--- config.mk ---
export PLATFORM = sky130hd
export DESIGN_NAME = pi_line_follow_steering_top
export DESIGN_NICKNAME = d
export VERILOG_FILES = /design/src/hw/rtl/plfs_pkg.sv /design/src/hw/rtl/plfs_cfg.sv /design/src/hw/rtl/pi_line_follow_steering_top.sv
export SDC_FILE = /design/constraint.sdc
export NUM_CORES = 2
export LEC_CHECK = 0
export BUFFER_PORTS_ARGS = -buffer_cell sky130_fd_sc_hd__clkbuf_2
export CORE_MARGIN = 4
export CORE_UTILIZATION = 40
export CTS_BUF_LIST = sky130_fd_sc_hd__clkbuf_16
export DETAILED_ROUTE_END_ITERATION = 7
export PLACE_DENSITY = 0.61
export SYNTH_ARGS = -nofsm -noshare
export SYNTH_HDL_FRONTEND = slang
export SYNTH_HIERARCHICAL = 1
export SYNTH_SLANG_ARGS = --single-unit
--- constraint.sdc ---
create_clock -name clk -period 7.6 [get_ports clk]
set_clock_uncertainty 0.15 [all_clocks]
set_input_delay 1.52 -clock clk [delete_from_list [all_inputs] [get_ports clk]]
set_output_delay 1.52 -clock clk [all_outputs]
set_load 0.05 [all_outputs]
--- src/hw/rtl/plfs_pkg.sv ---
// Shared types, widths, register indexes and saturation helper for the
// line-follow steering controller. Depends on nothing.
`timescale 1ns / 1ps

package plfs_pkg;

  // Widths of the measured position and of the gains' fractional part.
  localparam int POS_W     = 10;
  localparam int GAIN_FRAC = 8;

  // Fixed register and data widths.
  localparam int TGT_W   = 10;
  localparam int THR_W   = 10;
  localparam int LIM_W   = 15;
  localparam int DATA_W  = 16;
  localparam int ROTT_W  = 15;
  localparam int COEF_W  = 8;
  localparam int CFG_IDX_W = 4;

  // Derived datapath widths.
  localparam int ERR_W  = ((POS_W > TGT_W) ? POS_W : TGT_W) + 1;
  localparam int SUM_W  = ((ERR_W > DATA_W) ? ERR_W : DATA_W) + 1;
  localparam int MUL_W  = (ERR_W > DATA_W + 1) ? ERR_W : DATA_W + 1;
  localparam int PROD_W = 2 * MUL_W;
  localparam int ACC_W  = PROD_W + 1;

  typedef enum logic [CFG_IDX_W-1:0] {
    REG_TARGET       = 4'd0,
    REG_DEAD_ZONE    = 4'd1,
    REG_INTEG_LIMIT  = 4'd2,
    REG_KP           = 4'd3,
    REG_KI           = 4'd4,
    REG_TURN_MIN     = 4'd5,
    REG_TURN_GAIN    = 4'd6,
    REG_CRUISE_SPEED = 4'd7
  } reg_idx_t;

  typedef struct packed {
    logic [TGT_W-1:0]         target;
    logic [THR_W-1:0]         dead_zone;
    logic [LIM_W-1:0]         integ_limit;
    logic signed [DATA_W-1:0] kp;
    logic signed [DATA_W-1:0] ki;
    logic [ROTT_W-1:0]        turn_min;
    logic [COEF_W-1:0]        turn_gain;
    logic signed [DATA_W-1:0] cruise_speed;
  } cfg_t;

  // Clamp a wide signed value into the 16-bit signed range.
  function automatic logic signed [DATA_W-1:0] sat_acc(input logic signed [ACC_W-1:0] v);
    logic signed [ACC_W-1:0] hi;
    logic signed [ACC_W-1:0] lo;
    hi = ACC_W'(32767);
    lo = ACC_W'(-32768);
    if (v > hi) begin
      sat_acc = 16'sh7FFF;
    end else if (v < lo) begin
      sat_acc = 16'sh8000;
    end else begin
      sat_acc = v[DATA_W-1:0];
    end
  endfunction

endpackage

--- src/hw/rtl/plfs_cfg.sv ---
// Configuration register file of the line-follow steering controller.
// Depends on plfs_pkg for the register indexes and the cfg_t bundle.
`timescale 1ns / 1ps

module plfs_cfg (
  input  logic                           clk,
  input  logic                           rst,
  input  logic                           we,
  input  logic [plfs_pkg::CFG_IDX_W-1:0] idx,
  input  logic [plfs_pkg::DATA_W-1:0]    wdata,
  output plfs_pkg::cfg_t                 cfg
);

  always_ff @(posedge clk) begin
    if (rst) begin
      cfg.target       <= plfs_pkg::TGT_W'(512);
      cfg.dead_zone    <= '0;
      cfg.integ_limit  <= plfs_pkg::LIM_W'(32767);
      cfg.kp           <= plfs_pkg::DATA_W'(256);
      cfg.ki           <= '0;
      cfg.turn_min     <= '0;
      cfg.turn_gain    <= plfs_pkg::COEF_W'(2);
      cfg.cruise_speed <= '0;
    end else if (we) begin
      // Only the register's low bits are kept; unknown indexes are dropped.
      case (plfs_pkg::reg_idx_t'(idx))
        plfs_pkg::REG_TARGET:       cfg.target <= wdata[plfs_pkg::TGT_W-1:0];
        plfs_pkg::REG_DEAD_ZONE:    cfg.dead_zone <= wdata[plfs_pkg::THR_W-1:0];
        plfs_pkg::REG_INTEG_LIMIT:  cfg.integ_limit <= wdata[plfs_pkg::LIM_W-1:0];
        plfs_pkg::REG_KP:           cfg.kp <= wdata;
        plfs_pkg::REG_KI:           cfg.ki <= wdata;
        plfs_pkg::REG_TURN_MIN:     cfg.turn_min <= wdata[plfs_pkg::ROTT_W-1:0];
        plfs_pkg::REG_TURN_GAIN:    cfg.turn_gain <= wdata[plfs_pkg::COEF_W-1:0];
        plfs_pkg::REG_CRUISE_SPEED: cfg.cruise_speed <= wdata;
        default: begin
        end
      endcase
    end
  end

endmodule

--- src/hw/rtl/pi_line_follow_steering_top.sv ---
// Top level of the PI line-follow steering controller: sequencer, shared
// multiplier and output register. Depends on plfs_pkg and plfs_cfg.
`timescale 1ns / 1ps

// Each accepted word carries one measured line position and produces exactly
// one result word: the steering correction, the right and left wheel speeds
// and a deadband flag. The error (position minus target) is integrated into a
// clamped signed accumulator unless its magnitude is inside the deadband, and
// the correction kp*error + ki*integral uses Q8.8 gains, truncated toward zero
// and saturated to 16 bits. A single 17x17 signed multiplier is shared by the
// three products (kp*error, ki*integral, coeff*correction) under a small
// sequencer: after the accepting edge a word passes through seven working
// steps and its result word is registered in the last one; a new word can
// be accepted only after that, since in_ready is high only while the
// sequencer is idle. The result sits in an output register, so a new word is
// accepted while the previous result still waits for out_ready; a result that
// is not taken before the next word reaches its last step holds the sequencer
// in that step. Configuration writes on the cfg port are always accepted
// (cfg_ready is tied high) and must only be issued while the block is idle.
// Register indexes 0 to 7 follow the register list; writes to other indexes
// are ignored.

module pi_line_follow_steering_top (
  input  logic                                  clk,
  input  logic                                  rst,
  input  logic                                  in_valid,
  output logic                                  in_ready,
  input  logic [plfs_pkg::POS_W-1:0]            line_position,
  output logic                                  out_valid,
  input  logic                                  out_ready,
  output logic signed [plfs_pkg::DATA_W-1:0]    correction,
  output logic signed [plfs_pkg::DATA_W-1:0]    right_speed,
  output logic signed [plfs_pkg::DATA_W-1:0]    left_speed,
  output logic                                  in_deadband,
  input  logic                                  cfg_valid,
  output logic                                  cfg_ready,
  input  logic [plfs_pkg::CFG_IDX_W-1:0]        cfg_index,
  input  logic [plfs_pkg::DATA_W-1:0]           cfg_data
);

  // One-hot sequencer states.
  typedef enum logic [7:0] {
    S_IDLE = 8'b0000_0001,
    S_ERR  = 8'b0000_0010,
    S_MP   = 8'b0000_0100,
    S_MI   = 8'b0000_1000,
    S_SUM  = 8'b0001_0000,
    S_CORR = 8'b0010_0000,
    S_ROT  = 8'b0100_0000,
    S_SPD  = 8'b1000_0000
  } state_t;

  state_t state;
  plfs_pkg::cfg_t cfg;

  // Item registers.
  logic [plfs_pkg::POS_W-1:0]          pos;
  logic signed [plfs_pkg::ERR_W-1:0]   err;
  logic                                dead;
  logic signed [plfs_pkg::DATA_W-1:0]  integral;
  logic signed [plfs_pkg::PROD_W-1:0]  prod;
  logic signed [plfs_pkg::ACC_W-1:0]   acc;
  logic signed [plfs_pkg::DATA_W-1:0]  corr;

  // Combinational datapath.
  logic signed [plfs_pkg::ERR_W-1:0]   err_next;
  logic [plfs_pkg::ERR_W-1:0]          err_mag;
  logic                                dead_next;
  logic signed [plfs_pkg::SUM_W-1:0]   sum_raw;
  logic signed [plfs_pkg::SUM_W-1:0]   sum_lim;
  logic signed [plfs_pkg::DATA_W-1:0]  integral_next;
  logic signed [plfs_pkg::MUL_W-1:0]   mul_a;
  logic signed [plfs_pkg::MUL_W-1:0]   mul_b;
  logic signed [plfs_pkg::PROD_W-1:0]  mul_p;
  logic signed [plfs_pkg::ACC_W-1:0]   round_bias;
  logic signed [plfs_pkg::ACC_W-1:0]   acc_shift;
  logic signed [plfs_pkg::DATA_W-1:0]  corr_sat;
  logic signed [plfs_pkg::DATA_W:0]    corr_wide;
  logic [plfs_pkg::DATA_W:0]           corr_mag;
  logic signed [plfs_pkg::DATA_W-1:0]  corr_next;
  logic signed [plfs_pkg::ACC_W-1:0]   base_wide;
  logic signed [plfs_pkg::ACC_W-1:0]   rot_wide;
  logic                                out_free;

  plfs_cfg u_cfg (
    .clk   (clk),
    .rst   (rst),
    .we    (cfg_valid && cfg_ready),
    .idx   (cfg_index),
    .wdata (cfg_data),
    .cfg   (cfg)
  );

  assign cfg_ready = 1'b1;
  assign in_ready  = (state == S_IDLE);
  assign out_free  = !out_valid || out_ready;

  // Error, deadband decision and clamped integral update.
  always_comb begin
    err_next = $signed(plfs_pkg::ERR_W'(pos)) - $signed(plfs_pkg::ERR_W'(cfg.target));
    err_mag  = err_next[plfs_pkg::ERR_W-1] ? plfs_pkg::ERR_W'(-err_next)
                                           : plfs_pkg::ERR_W'(err_next);
    dead_next = err_mag < plfs_pkg::ERR_W'(cfg.dead_zone);
    sum_raw   = plfs_pkg::SUM_W'(integral) + plfs_pkg::SUM_W'(err_next);
    sum_lim   = $signed(plfs_pkg::SUM_W'(cfg.integ_limit));
    if (sum_raw > sum_lim) begin
      integral_next = sum_lim[plfs_pkg::DATA_W-1:0];
    end else if (sum_raw < -sum_lim) begin
      integral_next = plfs_pkg::DATA_W'(-sum_lim);
    end else begin
      integral_next = sum_raw[plfs_pkg::DATA_W-1:0];
    end
  end

  // Shared multiplier operand selection.
  always_comb begin
    case (state)
      S_MP: begin
        mul_a = plfs_pkg::MUL_W'(cfg.kp);
        mul_b = plfs_pkg::MUL_W'(err);
      end
      S_MI: begin
        mul_a = plfs_pkg::MUL_W'(cfg.ki);
        mul_b = plfs_pkg::MUL_W'(integral);
      end
      S_ROT: begin
        mul_a = $signed(plfs_pkg::MUL_W'(cfg.turn_gain));
        mul_b = plfs_pkg::MUL_W'(corr);
      end
      default: begin
        mul_a = '0;
        mul_b = '0;
      end
    endcase
  end

  assign mul_p = plfs_pkg::PROD_W'(mul_a) * plfs_pkg::PROD_W'(mul_b);

  // Divide by the gain scale with truncation toward zero, saturate, then
  // apply the deadband and the rotation threshold.
  always_comb begin
    round_bias = acc[plfs_pkg::ACC_W-1] ?
                 plfs_pkg::ACC_W'((1 << plfs_pkg::GAIN_FRAC) - 1) : '0;
    acc_shift  = (acc + round_bias) >>> plfs_pkg::GAIN_FRAC;
    corr_sat   = dead ? '0 : plfs_pkg::sat_acc(acc_shift);
    corr_wide  = (plfs_pkg::DATA_W + 1)'(corr_sat);
    corr_mag   = corr_wide[plfs_pkg::DATA_W] ? (plfs_pkg::DATA_W + 1)'(-corr_wide)
                                             : (plfs_pkg::DATA_W + 1)'(corr_wide);
    corr_next  = (corr_mag < (plfs_pkg::DATA_W + 1)'(cfg.turn_min)) ? '0 : corr_sat;
  end

  assign base_wide = plfs_pkg::ACC_W'(cfg.cruise_speed);
  assign rot_wide  = plfs_pkg::ACC_W'(prod);

  always_ff @(posedge clk) begin
    if (rst) begin
      state     <= S_IDLE;
      out_valid <= 1'b0;
      integral  <= '0;
    end else begin
      // The last step reloads the output register on its own.
      if (out_valid && out_ready && state != S_SPD) begin
        out_valid <= 1'b0;
      end
      case (state)
        S_IDLE: begin
          if (in_valid) begin
            pos   <= line_position;
            state <= S_ERR;
          end
        end
        S_ERR: begin
          err  <= err_next;
          dead <= dead_next;
          if (!dead_next) begin
            integral <= integral_next;
          end
          state <= S_MP;
        end
        S_MP: begin
          prod  <= mul_p;
          state <= S_MI;
        end
        S_MI: begin
          acc   <= plfs_pkg::ACC_W'(prod);
          prod  <= mul_p;
          state <= S_SUM;
        end
        S_SUM: begin
          acc   <= acc + plfs_pkg::ACC_W'(prod);
          state <= S_CORR;
        end
        S_CORR: begin
          corr  <= corr_next;
          state <= S_ROT;
        end
        S_ROT: begin
          prod  <= mul_p;
          state <= S_SPD;
        end
        S_SPD: begin
          // Wait here until the output register is free.
          if (out_free) begin
            correction  <= corr;
            right_speed <= plfs_pkg::sat_acc(base_wide - rot_wide);
            left_speed  <= plfs_pkg::sat_acc(base_wide + rot_wide);
            in_deadband <= dead;
            out_valid   <= 1'b1;
            state       <= S_IDLE;
          end
        end
        default: begin
          state <= S_IDLE;
        end
      endcase
    end
  end

endmodule

==> summary.txt <==
Largest net degree at the start of global routing: 102
CP startpoint kind: register
Initial Util: 0.4052
Worst slack at placement: -134.3 ps
WL/cell: 18.80 um
Congestion Overflow GR: 0
Share of cells above drive strength 1: 0.1590
Dpl cell area: 34,420 um2
Run status: completed
Worst Hold Path Cells: 2
# diodes: 0
Max VDD drop: 0.0001294 V
Reg clk slew, reported paths: 60 ps
Residual DRC: 0
Number of fill cells: 7,489
Ys flop type: edfxtp_1
Critical path's largest stage delay: 580 ps
Hold/Removal Path Class: register to register
Crit end category: register
CTS tree: done
Total number of vias: 25.83k
Sequential cell area: 7316 um2
Pwr Total: 3.731 mW
Commonest cells post-synth: inv_1, nor2_1, fa_1
# hold bufs at CTS: 0
Largest cells by area after synthesis: fa_1, edfxtp_1, ha_1
DR iter-0 viols: 1,875
Clk root buf: clkbuf_16
Post-route setup slack: 25.74 ps
Metal3 WL: 5588 um
Total CTS buffers: 36
Uppermost routed layer: met4
Fmax achieved: 132.0 MHz
First-pass GRT wire length: 142,400 um
Leakage: 16.71 nW
Arrival @ worst endpoint: 7730 ps
Worst skew pair latency: 580 ps
Synth area leader: fa_1
Yosys top cell area share: 0.1850
Cell mode on critical path: buf_4
Placer Congestion: 0.9420
Initial antenna violation count: 4
Sink Count: 287
Worst r2r path cells: 31
Vias in the first global route: 25.55k
Post-synth EDFFs: 156
Post-route setup TNS: 0 ps
Minimum clock period: 7574 ps
Die width: 288.6 um
Post-Syn Nets: 4,113
Hold WS: 325.3 ps
Final HPWL DP: 73,070 um
Final #Nets: 4,368
Register area share after synthesis: 0.2320
Period utilisation layout: 0.9966
Slew Viols, Final: 0
Final Cell Area: 36,590 um2
Most common cell in the netlist: inv_1
Worst Tran Pin Value: 1218 ps
Cells after Synth: 3,510
1st-pass router iterations: 8
Ys async rst share: 0
Clk buf depth: 3
Ys Warns: 6
Port buffer count: 85
Slew margin rel.: 0.1847
RSZ-0062 raised after global routing: true
Slowest CP cell: fa_2
Crit-path max FO: 7
Final hold violation count: 0
Core area: 77,720 um2
Critical path class: register to register
Post-route ant nets: 0
Multi-input gate area: 22,280 um2
H-tree depth: 2
Met2 wire length: 41,830 um
Detailed Route WL: 90,840 um
Synthesis-stage register bit count: 287
Cell Area, Synth: 31,490 um2
Syn Area/Cell: 8.972 um2
Library cells used by synthesis: 108
Vias per cell: 5.344
Synthesis-to-finish area growth: 16.18%
MaxCap Viol Count: 0
Metal-1 WL: 40,520 um
Final Setup Violations: 0
Die area: 83,280 um2
GRT Total Usage: 0.2169
Worst path required time: 7750 ps
PD cells: 102.0 nW/um2
Io pins: 87
Vert. Die Dim: 288.6 um
Row count: 102
path summary, 6_finish.rpt:
check                                   start       endpoint  slack (ps)
worst max-delay path                 state[2]       prod[30]          30
worst min-delay path            u_cfg/cfg[88]  u_cfg/cfg[88]         330
worst max register to register       state[2]       prod[30]          30
worst min register to register  u_cfg/cfg[88]  u_cfg/cfg[88]         330
registers in the layout, summed over array words and instances (netlist names):
signal / flops
left_speed: 16
u_cfg/cfg: 106
pos: 10
state: 8
correction: 16
integral: 16
dead: 1
right_speed: 16
prod: 34
out_valid: 1
in_deadband: 1
err: 11
corr: 16
acc: 35
cells by family after synthesis:
family          after synthesis  synth area share
simple gates               1081            0.1667
compound gates              644            0.1389
buf+inv                     626           0.07823
fa+ha+maj                   568            0.2951
flops                       287            0.2320
xor+xnor                    188           0.05229
mux                         115           0.03663
other cells                   1         0.0001191
report_power, final:
group	internal, mW	switching, mW	total, mW
Clock	0.896	0.738	1.63
Sequential	1.64	0.0135	1.65
Combinational	0.171	0.271	0.442
Total	2.71	1.02	3.73
per-layer routing:
layer,track usage,vias to the layer above
met5,0,-
met4,0.06811,0
met3,0.03252,154
met2,0.3548,771
met1,0.2970,12561
li1,-,12340
cells in the final DEF (no fill, tap or decap), types with 122 or more instances in the layout:
| master | Yosys | layout |
|---|---|---|
| o21ai_0 | 136 | 126 |
| edfxtp_1 | 156 | 156 |
| fa_1 | 291 | 282 |
| inv_1 | 494 | 489 |
| nand2_1 | 240 | 230 |
| a21oi_1 | 145 | 135 |
| ha_1 | 277 | 263 |
| buf_4 | 7 | 232 |
| nand2b_1 | 132 | 132 |
| nor2_1 | 383 | 355 |
| xnor2_1 | 123 | 122 |
| dfxtp_1 | 131 | 124 |
through the flow:
stage                     instances  utilization
final                          4833       0.4707
after global routing           4833       0.4707
after CTS                      4794       0.4596
after detailed placement       4715       0.4428
after global placement         4715       0.4428
after floorplan                3510            -
cell type report:
type / count / share of cell area
Clock buffer: 37 / 0.02531
Clock inverter: 29 / 0.004822
Inverter: 495 / 0.05085
Multi-Input combinational cell: 2597 / 0.6091
Sequential cell: 287 / 0.2000
Tap cell: 1040 / 0.03557
Timing Repair Buffer: 348 / 0.07442
worst max-delay path, delay by kind of cell, from the launching register on:
kind                       cells  cell delay, ps
adders and majority gates      7            3510
buffers and inverters         14            1700
xor gates and xnor gates       1              90
AOI/OAI and AO/OA              7            1370
DFF                            1             320
and+or+nand+nor                2             170
timing repair:
item,in CTS,in global routing
resized for setup,10,142
endpoints found under the setup margin,7,13
pin swaps,9,84
setup buffers,11,36
cloned,2,3
(Power assumes the default switching activity.)
